==> src/rtl/core/tle_pkg.sv <==
// Package for the terminal line editor: widths, key and action codes,
// and the sequencer state type. No dependencies.
package tle_pkg;

	localparam int LINE_CAPACITY_DEF = 40;
	localparam int LEN_W  = 6;
	localparam int BYTE_W = 8;
	localparam int CHAR_W = 7;
	localparam int ACT_W  = 3;

	localparam logic [ACT_W-1:0] ACT_ECHO    = 3'd0;
	localparam logic [ACT_W-1:0] ACT_ERASE   = 3'd1;
	localparam logic [ACT_W-1:0] ACT_NL_ECHO = 3'd2;
	localparam logic [ACT_W-1:0] ACT_CLEAR   = 3'd3;
	localparam logic [ACT_W-1:0] ACT_REDRAW  = 3'd4;
	localparam logic [ACT_W-1:0] ACT_BELL    = 3'd5;
	localparam logic [ACT_W-1:0] ACT_END     = 3'd6;

	localparam logic [BYTE_W-1:0] KEY_ERASE = 8'd127;
	localparam logic [BYTE_W-1:0] KEY_KILL  = 8'd21;
	localparam logic [BYTE_W-1:0] KEY_WORD  = 8'd23;
	localparam logic [BYTE_W-1:0] KEY_EOF   = 8'd4;
	localparam logic [BYTE_W-1:0] PRINT_LO  = 8'd32;
	localparam logic [BYTE_W-1:0] PRINT_HI  = 8'd126;
	localparam logic [CHAR_W-1:0] SPACE_CH  = 7'd32;

	typedef enum logic [2:0] {
		ST_IDLE,
		ST_SINGLE,
		ST_W_RD,
		ST_W_CHK,
		ST_CLEAR,
		ST_R_RD,
		ST_R_EMIT
	} state_t;

	// one terminal action offered to the output register
	typedef struct packed {
		logic              valid;
		logic [ACT_W-1:0]  action;
		logic [CHAR_W-1:0] ch;
		logic [LEN_W-1:0]  count;
		logic              last;
	} emit_t;

endpackage

==> src/rtl/core/terminal_line_editor_top.sv <==
// A single-action byte passes through the ST_SINGLE state and then the out_valid
// register; the next byte is taken only once the sequencer is back in ST_IDLE.
// Word erase: ST_W_RD and ST_W_CHK per scanned character, ST_R_RD and ST_R_EMIT per
// redrawn character, set by the single registered read port of the line store.
// After reset the line is empty and not ended; store contents are left as is.
// Top level of the terminal line editor; depends on tle_pkg and tle_ctrl.
module terminal_line_editor_top #(
	parameter int LINE_CAPACITY = tle_pkg::LINE_CAPACITY_DEF
) (
	input  logic                       clk,
	input  logic                       arst_n,
	input  logic                       in_valid,
	output logic                       in_ready,
	input  logic [tle_pkg::BYTE_W-1:0] in_byte,
	output logic                       out_valid,
	input  logic                       out_ready,
	output logic [tle_pkg::ACT_W-1:0]  action,
	output logic [tle_pkg::CHAR_W-1:0] out_char,
	output logic [tle_pkg::LEN_W-1:0]  erase_count,
	output logic                       last
);

	tle_pkg::emit_t emit;
	logic           out_free;

	assign out_free = !out_valid || out_ready;

	tle_ctrl #(.LINE_CAPACITY(LINE_CAPACITY)) u_ctrl (
		.clk      (clk),
		.arst_n   (arst_n),
		.in_valid (in_valid),
		.in_ready (in_ready),
		.in_byte  (in_byte),
		.out_free (out_free),
		.emit     (emit)
	);

	always_ff @(posedge clk or negedge arst_n) begin
		if (!arst_n) begin
			out_valid <= 1'b0;
		end else if (out_free) begin
			out_valid <= emit.valid;
		end
	end

	always_ff @(posedge clk) begin
		if (out_free && emit.valid) begin
			action      <= emit.action;
			out_char    <= emit.ch;
			erase_count <= emit.count;
			last        <= emit.last;
		end
	end

endmodule

==> src/rtl/core/tle_store.sv <==
// Line store: single write port, single registered read port.
// Depends on tle_pkg.
module tle_store #(
	parameter int LINE_CAPACITY = tle_pkg::LINE_CAPACITY_DEF,
	localparam int AW = (LINE_CAPACITY > 1) ? $clog2(LINE_CAPACITY) : 1
) (
	input  logic                      clk,
	input  logic                      we,
	input  logic [AW-1:0]             waddr,
	input  logic [tle_pkg::CHAR_W-1:0] wdata,
	input  logic                      re,
	input  logic [AW-1:0]             raddr,
	output logic [tle_pkg::CHAR_W-1:0] rdata
);

	logic [tle_pkg::CHAR_W-1:0] mem_q [LINE_CAPACITY];

	always_ff @(posedge clk) begin
		if (we) begin
			mem_q[waddr] <= wdata;
		end
	end

	always_ff @(posedge clk) begin
		if (re) begin
			rdata <= mem_q[raddr];
		end
	end

endmodule

==> src/rtl/core/tle_ctrl.sv <==
// Sequencer for the line editor: decodes each byte, walks the line store
// for word erase (pos_q decrement) and redraw (pos_q increment and end compare).
// Depends on tle_pkg and tle_store.
module tle_ctrl #(
	parameter int LINE_CAPACITY = tle_pkg::LINE_CAPACITY_DEF
) (
	input  logic                       clk,
	input  logic                       arst_n,
	input  logic                       in_valid,
	output logic                       in_ready,
	input  logic [tle_pkg::BYTE_W-1:0] in_byte,
	input  logic                       out_free,
	output tle_pkg::emit_t             emit
);

	localparam int AW = (LINE_CAPACITY > 1) ? $clog2(LINE_CAPACITY) : 1;
	localparam logic [tle_pkg::LEN_W-1:0] CAP = tle_pkg::LEN_W'(LINE_CAPACITY);
	localparam logic [tle_pkg::LEN_W-1:0] ONE = tle_pkg::LEN_W'(1);

	tle_pkg::state_t state_q, state_d;

	logic [tle_pkg::LEN_W-1:0]  len_q, pos_q;
	logic                       word_ph_q, ended_q;
	logic [tle_pkg::ACT_W-1:0]  pend_act_q;
	logic [tle_pkg::CHAR_W-1:0] pend_ch_q;
	logic [tle_pkg::LEN_W-1:0]  pend_cnt_q;

	logic                       mem_we, mem_re;
	logic [AW-1:0]              mem_waddr, mem_raddr;
	logic [tle_pkg::CHAR_W-1:0] mem_rdata;

	logic                       accept, is_print, has_room, rd_space, at_end;
	logic [tle_pkg::LEN_W-1:0]  pos_dec, pos_inc;

	assign accept   = in_valid && in_ready;
	assign is_print = in_byte inside {[tle_pkg::PRINT_LO:tle_pkg::PRINT_HI]};
	assign has_room = len_q < CAP;
	assign rd_space = mem_rdata == tle_pkg::SPACE_CH;
	// shared step unit
	assign pos_dec  = pos_q - ONE;
	assign pos_inc  = pos_q + ONE;
	assign at_end   = pos_inc == len_q;

	tle_store #(.LINE_CAPACITY(LINE_CAPACITY)) u_store (
		.clk   (clk),
		.we    (mem_we),
		.waddr (mem_waddr),
		.wdata (in_byte[tle_pkg::CHAR_W-1:0]),
		.re    (mem_re),
		.raddr (mem_raddr),
		.rdata (mem_rdata)
	);

	// next state
	always_comb begin
		state_d = state_q;
		case (state_q)
			tle_pkg::ST_IDLE: begin
				if (accept && !ended_q) begin
					if (in_byte == tle_pkg::KEY_WORD && !(in_byte == tle_pkg::KEY_EOF))
						state_d = tle_pkg::ST_W_RD;
					else
						state_d = tle_pkg::ST_SINGLE;
				end
			end
			tle_pkg::ST_SINGLE: begin
				if (out_free) state_d = tle_pkg::ST_IDLE;
			end
			tle_pkg::ST_W_RD: begin
				if (pos_q == '0) state_d = tle_pkg::ST_CLEAR;
				else state_d = tle_pkg::ST_W_CHK;
			end
			tle_pkg::ST_W_CHK: begin
				if (word_ph_q && rd_space) state_d = tle_pkg::ST_CLEAR;
				else state_d = tle_pkg::ST_W_RD;
			end
			tle_pkg::ST_CLEAR: begin
				if (out_free) begin
					if (pos_q == '0) state_d = tle_pkg::ST_IDLE;
					else state_d = tle_pkg::ST_R_RD;
				end
			end
			tle_pkg::ST_R_RD: begin
				state_d = tle_pkg::ST_R_EMIT;
			end
			tle_pkg::ST_R_EMIT: begin
				if (out_free) begin
					if (at_end) state_d = tle_pkg::ST_IDLE;
					else state_d = tle_pkg::ST_R_RD;
				end
			end
			default: state_d = tle_pkg::ST_IDLE;
		endcase
	end

	// outputs
	always_comb begin
		in_ready  = 1'b0;
		mem_we    = 1'b0;
		mem_waddr = has_room ? len_q[AW-1:0] : '0;
		mem_re    = 1'b0;
		mem_raddr = pos_q[AW-1:0];
		emit      = '0;
		case (state_q)
			tle_pkg::ST_IDLE: begin
				in_ready = 1'b1;
				mem_we   = accept && !ended_q && is_print;
			end
			tle_pkg::ST_SINGLE: begin
				emit.valid  = 1'b1;
				emit.action = pend_act_q;
				emit.ch     = pend_ch_q;
				emit.count  = pend_cnt_q;
				emit.last   = 1'b1;
			end
			tle_pkg::ST_W_RD: begin
				mem_re    = pos_q != '0;
				mem_raddr = pos_dec[AW-1:0];
			end
			tle_pkg::ST_CLEAR: begin
				emit.valid  = 1'b1;
				emit.action = tle_pkg::ACT_CLEAR;
				emit.last   = pos_q == '0;
			end
			tle_pkg::ST_R_RD: begin
				mem_re = 1'b1;
			end
			tle_pkg::ST_R_EMIT: begin
				emit.valid  = 1'b1;
				emit.action = tle_pkg::ACT_REDRAW;
				emit.ch     = mem_rdata;
				emit.last   = at_end;
			end
			default: ;
		endcase
	end

	always_ff @(posedge clk or negedge arst_n) begin
		if (!arst_n) begin
			state_q   <= tle_pkg::ST_IDLE;
			len_q     <= '0;
			pos_q     <= '0;
			word_ph_q <= 1'b0;
			ended_q   <= 1'b0;
		end else begin
			state_q <= state_d;
			case (state_q)
				tle_pkg::ST_IDLE: begin
					if (accept && !ended_q) begin
						if (in_byte == tle_pkg::KEY_EOF && len_q == '0) begin
							ended_q <= 1'b1;
						end else if (in_byte == tle_pkg::KEY_ERASE) begin
							if (len_q != '0) len_q <= len_q - ONE;
						end else if (in_byte == tle_pkg::KEY_KILL) begin
							len_q <= '0;
						end else if (in_byte == tle_pkg::KEY_WORD) begin
							pos_q     <= len_q;
							word_ph_q <= 1'b0;
						end else if (is_print) begin
							len_q <= has_room ? len_q + ONE : ONE;
						end
					end
				end
				tle_pkg::ST_W_CHK: begin
					if (!word_ph_q) begin
						pos_q <= pos_dec;
						if (!rd_space) word_ph_q <= 1'b1;
					end else if (!rd_space) begin
						pos_q <= pos_dec;
					end
				end
				tle_pkg::ST_CLEAR: begin
					len_q <= pos_q;
					if (out_free) pos_q <= '0;
				end
				tle_pkg::ST_R_EMIT: begin
					if (out_free) pos_q <= pos_inc;
				end
				default: ;
			endcase
		end
	end

	// single-result payload, captured at accept
	always_ff @(posedge clk) begin
		if (accept) begin
			pend_ch_q  <= '0;
			pend_cnt_q <= '0;
			if (in_byte == tle_pkg::KEY_EOF && len_q == '0) begin
				pend_act_q <= tle_pkg::ACT_END;
			end else if (in_byte == tle_pkg::KEY_ERASE) begin
				pend_act_q <= tle_pkg::ACT_ERASE;
				pend_cnt_q <= (len_q != '0) ? ONE : '0;
			end else if (in_byte == tle_pkg::KEY_KILL) begin
				pend_act_q <= tle_pkg::ACT_ERASE;
				pend_cnt_q <= len_q;
			end else if (is_print) begin
				pend_act_q <= has_room ? tle_pkg::ACT_ECHO : tle_pkg::ACT_NL_ECHO;
				pend_ch_q  <= in_byte[tle_pkg::CHAR_W-1:0];
			end else begin
				pend_act_q <= tle_pkg::ACT_BELL;
			end
		end
	end

endmodule

==> config.mk <==
export PLATFORM = sky130hd
export DESIGN_NAME = terminal_line_editor_top
export DESIGN_NICKNAME = d
export VERILOG_FILES = /design/src/rtl/core/tle_pkg.sv /design/src/rtl/core/terminal_line_editor_top.sv /design/src/rtl/core/tle_store.sv /design/src/rtl/core/tle_ctrl.sv
export SDC_FILE = /design/constraint.sdc
export NUM_CORES = 1
export LEC_CHECK = 0
export BUFFER_PORTS_ARGS = -buffer_cell sky130_fd_sc_hd__buf_2
export CAP_MARGIN = 20
export CORE_AREA = 2 2 216 218
export CTS_CLUSTER_SIZE = 40
export DETAILED_ROUTE_END_ITERATION = 10
export DIE_AREA = 0 0 218 220
export PLACE_DENSITY = 0.6
export SLEW_MARGIN = 5
export SYNTH_ARGS = -nofsm -noshare
export SYNTH_HDL_FRONTEND = slang
export SYNTH_SLANG_ARGS = --single-unit
==> constraint.sdc <==
create_clock -name clk -period 4.3 [get_ports clk]
set_clock_uncertainty 0.15 [all_clocks]
set_input_delay 1.29 -clock clk [delete_from_list [all_inputs] [get_ports clk]]
set_output_delay 1.29 -clock clk [all_outputs]
set_load 0.005 [all_outputs]
==> results.txt <==
The run finished with clean final reports. The deepest clock path buffer count is 3. The final clock period utilization by the worst path is 90.87%. The count of final max-slew check failures was 0. The latest clock arrival within the worst-skew pair came out at 530 ps. The total setup violations reported at the end of the flow came out at 0. After synthesis, flip-flops and latches occupy 63.82% of the total area. The first global-routing pass estimated 67.10 mm of wire. The clock network fraction of design power is roughly 26%.

The wire length reported by the detailed router came out at 44.70 mm. Final hold analysis gives a worst-case slack of approximately 350 ps. The tool flagged a number of max-cap violations equal to 0. The internal power is 7.570 mW. The die area came out at 47960 µm².

The number of fill cells is between 4000 and 5000. The average instance in the mapped netlist occupies 13.09 µm². The setup slack of the critical path after layout came out at 392.5 ps. For this run, the slowest stage of the critical path takes 750 ps. The number of cells produced by synthesis is approximately 1200. The launch point of the critical path is u_ctrl.state_q[2]. The post-cts repair resize count came out at 0. The post-synth net total came out at 1221.

Setup repair after global routing left no endpoint under its margin. In this run the static leakage power is around 6.1 nW. The cell with the biggest individual delay on the critical path is nor2_2. The count of boundary I/O pins is 31. The number of standard cells in the final layout excluding fillers is 1901.

The tree built by TritonCTS fans out to 338 sinks. In this run the remaining antenna-violating nets after routing total 0. The setup TNS came out at 0 ps. The number of antenna diodes in the final layout is 0.

The number of nets in the layout is 1285. The final weighted congestion in routability-driven placement came out at 0.8697. The maximum level of the CTS H-tree is 2. For this block, the initial DRC count from the detailed router was 1584. The placed wire-length estimate is 29.38 mm. The synthesis-stage register bit count is 338. The initial antenna violation count came out at 0. The core region is 45860 µm².

Global routing consumed, on the met1 layer, a little over a quarter of the routing resources. The critical-path maximum fanout is 18. After global routing the overflow that remains totals 0. The count of buffers added by post-CTS timing repair for setup came out at 0. The total standard cell area after synthesis came out at roughly 16000 µm². Global routing used roughly 19% of the available tracks. The required time of the critical path is roughly 4400 ps. The share of the core filled with cells in the final layout is 39.56%. Among all flip-flop cells after synthesis, the most frequent one is edfxtp_1.

Of all flip-flops after synthesis, the portion carrying an async set or reset was 5.325%. The area growth from synthesis to layout is 15.11%. The number of buffers inserted during clock tree synthesis is 38. The number of design rule violations left after detail routing is 0.

Using the TritonRoute via totals, the vias-per-cell ratio works out to between 5 and 6. For this run, the number of Yosys warnings is 0. In this run the power spent charging and discharging nets is roughly 4.7 mW. The worst hold path begins at u_ctrl.ended_q. The power density relative to cell area came out at 677.8 nW/µm².

The worst pin sits at a relative slew slack of between 20% and 30%. The maximum number of pins on one net before global-route repair is 45. The start-to-end type of the worst setup path is reg2reg. The overall via count from detail_route is 11087.

The share of layout cells above drive strength 1 came out at between 15 and 20%. In this run, placement finished with an instance count of 1834. After layout, the minimum clock period comes to 3908 ps. The register clock-pin slew on the reported worst setup and hold paths came out at around 60 ps. The worst-case vdd ir drop came out at 385.5 µV. TritonCTS built the clock tree. STA classifies the critical path startpoint as a register. The highest achievable clock rate is roughly 260 MHz.

Before CTS, the worst setup slack after placement is 176.8 ps. After detailed routing, the average wire length per cell comes to 23.51 µm. The slew of the pin with the lowest slew margin came out at 1054 ps. The count of buffers inserted at the top-level ports came out at 30.

Together, buffers and inverters on the worst path number 0. The switching portion of total power is 38.43%. Global routing consumed, on the met3 layer, 3.064% of the routing resources. The number of hold buffers added after CTS was 0.

The chip width came out at roughly 220 µm. The initial cell density of the core came out at 34.37%. The number of global-route vias before repair is 10476. The arrival time reported for the critical path endpoint is 3950 ps. The worst hold-check path type is reg2reg. After global routing, the most crowded layer is met2. The share of total power dissipated in sequential elements is 34.0%. Before antenna repair, the detailed router went through 7 iterations. The largest delay contributor family on the critical path is simple AND/OR/NAND/NOR gates. The height of the chip is approximately 220 µm. The critical path goes through nor3b_4, xnor2_1, nor2_2, a221oi_1, a32oi_1, o211ai_1. In this run the critical register-to-register path is launched from u_ctrl.state_q[2].

The count of flip-flops with a built-in enable after synthesis is 320. The root cell of the clock tree is clkbuf_16. The floorplan row count came out at 79. The count of distinct cell types in the synthesized netlist came out at just under 80.

The met2 demand-to-capacity share in global routing came out at between 20% and 30%. The combinational group share of total power is 40.3%. The final count of hold timing violations came out at 0.

The worst setup path is captured at a register.
cells in the mapped netlist (4+ instances only):
library cell	count	area (µm²)
xnor2_1	15	131.4
nor3b_1	5	37.54
o311ai_0	8	70.07
mux4_2	16	360.4
a211oi_1	6	45.04
o32a_1	5	50.05
clkbuf_1	48	180.2
ha_1	5	62.56
buf_2	30	150.1
a21o_1	9	67.56
nand2_1	111	416.7
a31oi_1	11	68.82
buf_4	4	30.03
a221oi_1	8	70.07
o21ai_0	18	90.09
o41ai_1	5	43.79
nand2b_1	16	100.1
nand3_1	45	225.2
inv_1	7	26.28
nor2_1	57	214.0
a22o_1	11	96.34
a22oi_1	4	30.03
and3_1	11	68.82
edfxtp_1	320	9609
o31ai_1	5	37.54
a32oi_1	15	131.4
mux2_2	9	101.4
or3_1	5	31.28
o22ai_1	80	500.5
nand4_1	13	81.33
nor2b_1	10	62.56
mux2i_1	83	830.8
xor2_1	5	43.79
o211ai_1	12	90.09
dfrtp_1	18	450.4
buf_1	9	33.78
and2_1	18	112.6
nor4_1	19	118.9
nor3_1	39	195.2
a21oi_1	25	125.1
o2111ai_1	5	43.79
path summary, 6_finish.rpt:
path / depth (start not counted) / slack (ps) / to
min in group asynchronous: 1 / 560 / u_ctrl.state_q[1]
worst max register to register: 6 / 390 / u_ctrl.u_store.rdata[0]
worst max-delay path: 6 / 390 / u_ctrl.u_store.rdata[0]
worst min-delay path: 1 / 350 / u_ctrl.ended_q
max in group asynchronous: 1 / 3080 / u_ctrl.pos_q[1]
worst min register to register: 1 / 350 / u_ctrl.ended_q
cell usage in the layout (no fill, tap or decap), types with 6 or more instances in the layout:
cell / count
edfxtp_1: 320
nand2_1: 111
buf_4: 86
mux2i_1: 83
o22ai_1: 80
nor2_1: 57
nand3_1: 45
nor3_1: 39
clkbuf_16: 39
buf_2: 30
a21oi_1: 24
nor4_1: 19
and2_1: 18
o21ai_0: 18
dfrtp_1: 17
nand2b_1: 16
mux4_2: 16
a32oi_1: 15
xnor2_1: 14
nand4_1: 13
o211ai_1: 12
and3_1: 11
a31oi_1: 11
clkinv_1: 11
a22o_1: 11
nor2b_1: 10
a21o_1: 9
mux2_2: 9
a221oi_1: 8
o311ai_0: 8
inv_1: 7
clkinv_2: 7
a211oi_1: 6
power groups by stage:
stage | Clock [mW] | Sequential (mW) | Combinational, mW
after global placement | 0 | 4.23 | 4.85
final | 3.16 | 4.18 | 4.96
after CTS | 3.20 | 4.17 | 4.86
after detailed placement | 0 | 4.23 | 4.85
after global routing | 3.34 | 4.20 | 5.29
after floorplan | 0 | 4.09 | 3.33
logic make-up (layout without fill, tap and decap cells):
group	count (synthesis)	after routing	synth area share (%)
DFF	338	338	63.82
xor gates and xnor gates	20	20	1.111
and+or+nand+nor	377	377	12.15
AOI/OAI and AO/OA	255	255	11.48
muxes	108	108	8.200
adders and majority gates	5	5	0.3969
buffers and inverters	101	191	2.834
layout make-up:
cell class              instances  area [µm²]  share of cell area, %
clock buffers                  43       991.0                  5.462
clock inverters                23       210.2                  1.159
inverters                       8       30.03                 0.1655
multi-input cells             765        5288                  29.14
flip-flops and latches        338       10060                  55.46
well taps                     607       759.5                  4.186
repair buffers                117       803.3                  4.428
registers in the layout (all words and copies together), names as in the netlist:
register	flops
action	3
erase_count	6
last	1
out_char	7
out_valid	1
u_ctrl.ended_q	1
u_ctrl.len_q	6
u_ctrl.pend_act_q	3
u_ctrl.pend_ch_q	7
u_ctrl.pend_cnt_q	6
u_ctrl.pos_q	6
u_ctrl.state_q	3
u_ctrl.u_store.mem_q	280
u_ctrl.u_store.rdata	7
u_ctrl.word_ph_q	1
layer usage:
layer | vias to the layer above | part of all wire [%]
met5 | - | 0
met4 | 0 | 4.1
met3 | 103 | 7.8
met2 | 559 | 45
met1 | 5535 | 43
li1 | 4890 | -
stage by stage:
stage                     area (µm²)  power, mW
after floorplan                15760      7.414
after global placement         16930      9.081
after detailed placement       16930      9.081
after CTS                      18130      12.23
after global routing           18140      12.83
final                          18140      12.30
No activity file was read; power rests on OpenSTA's default activity.
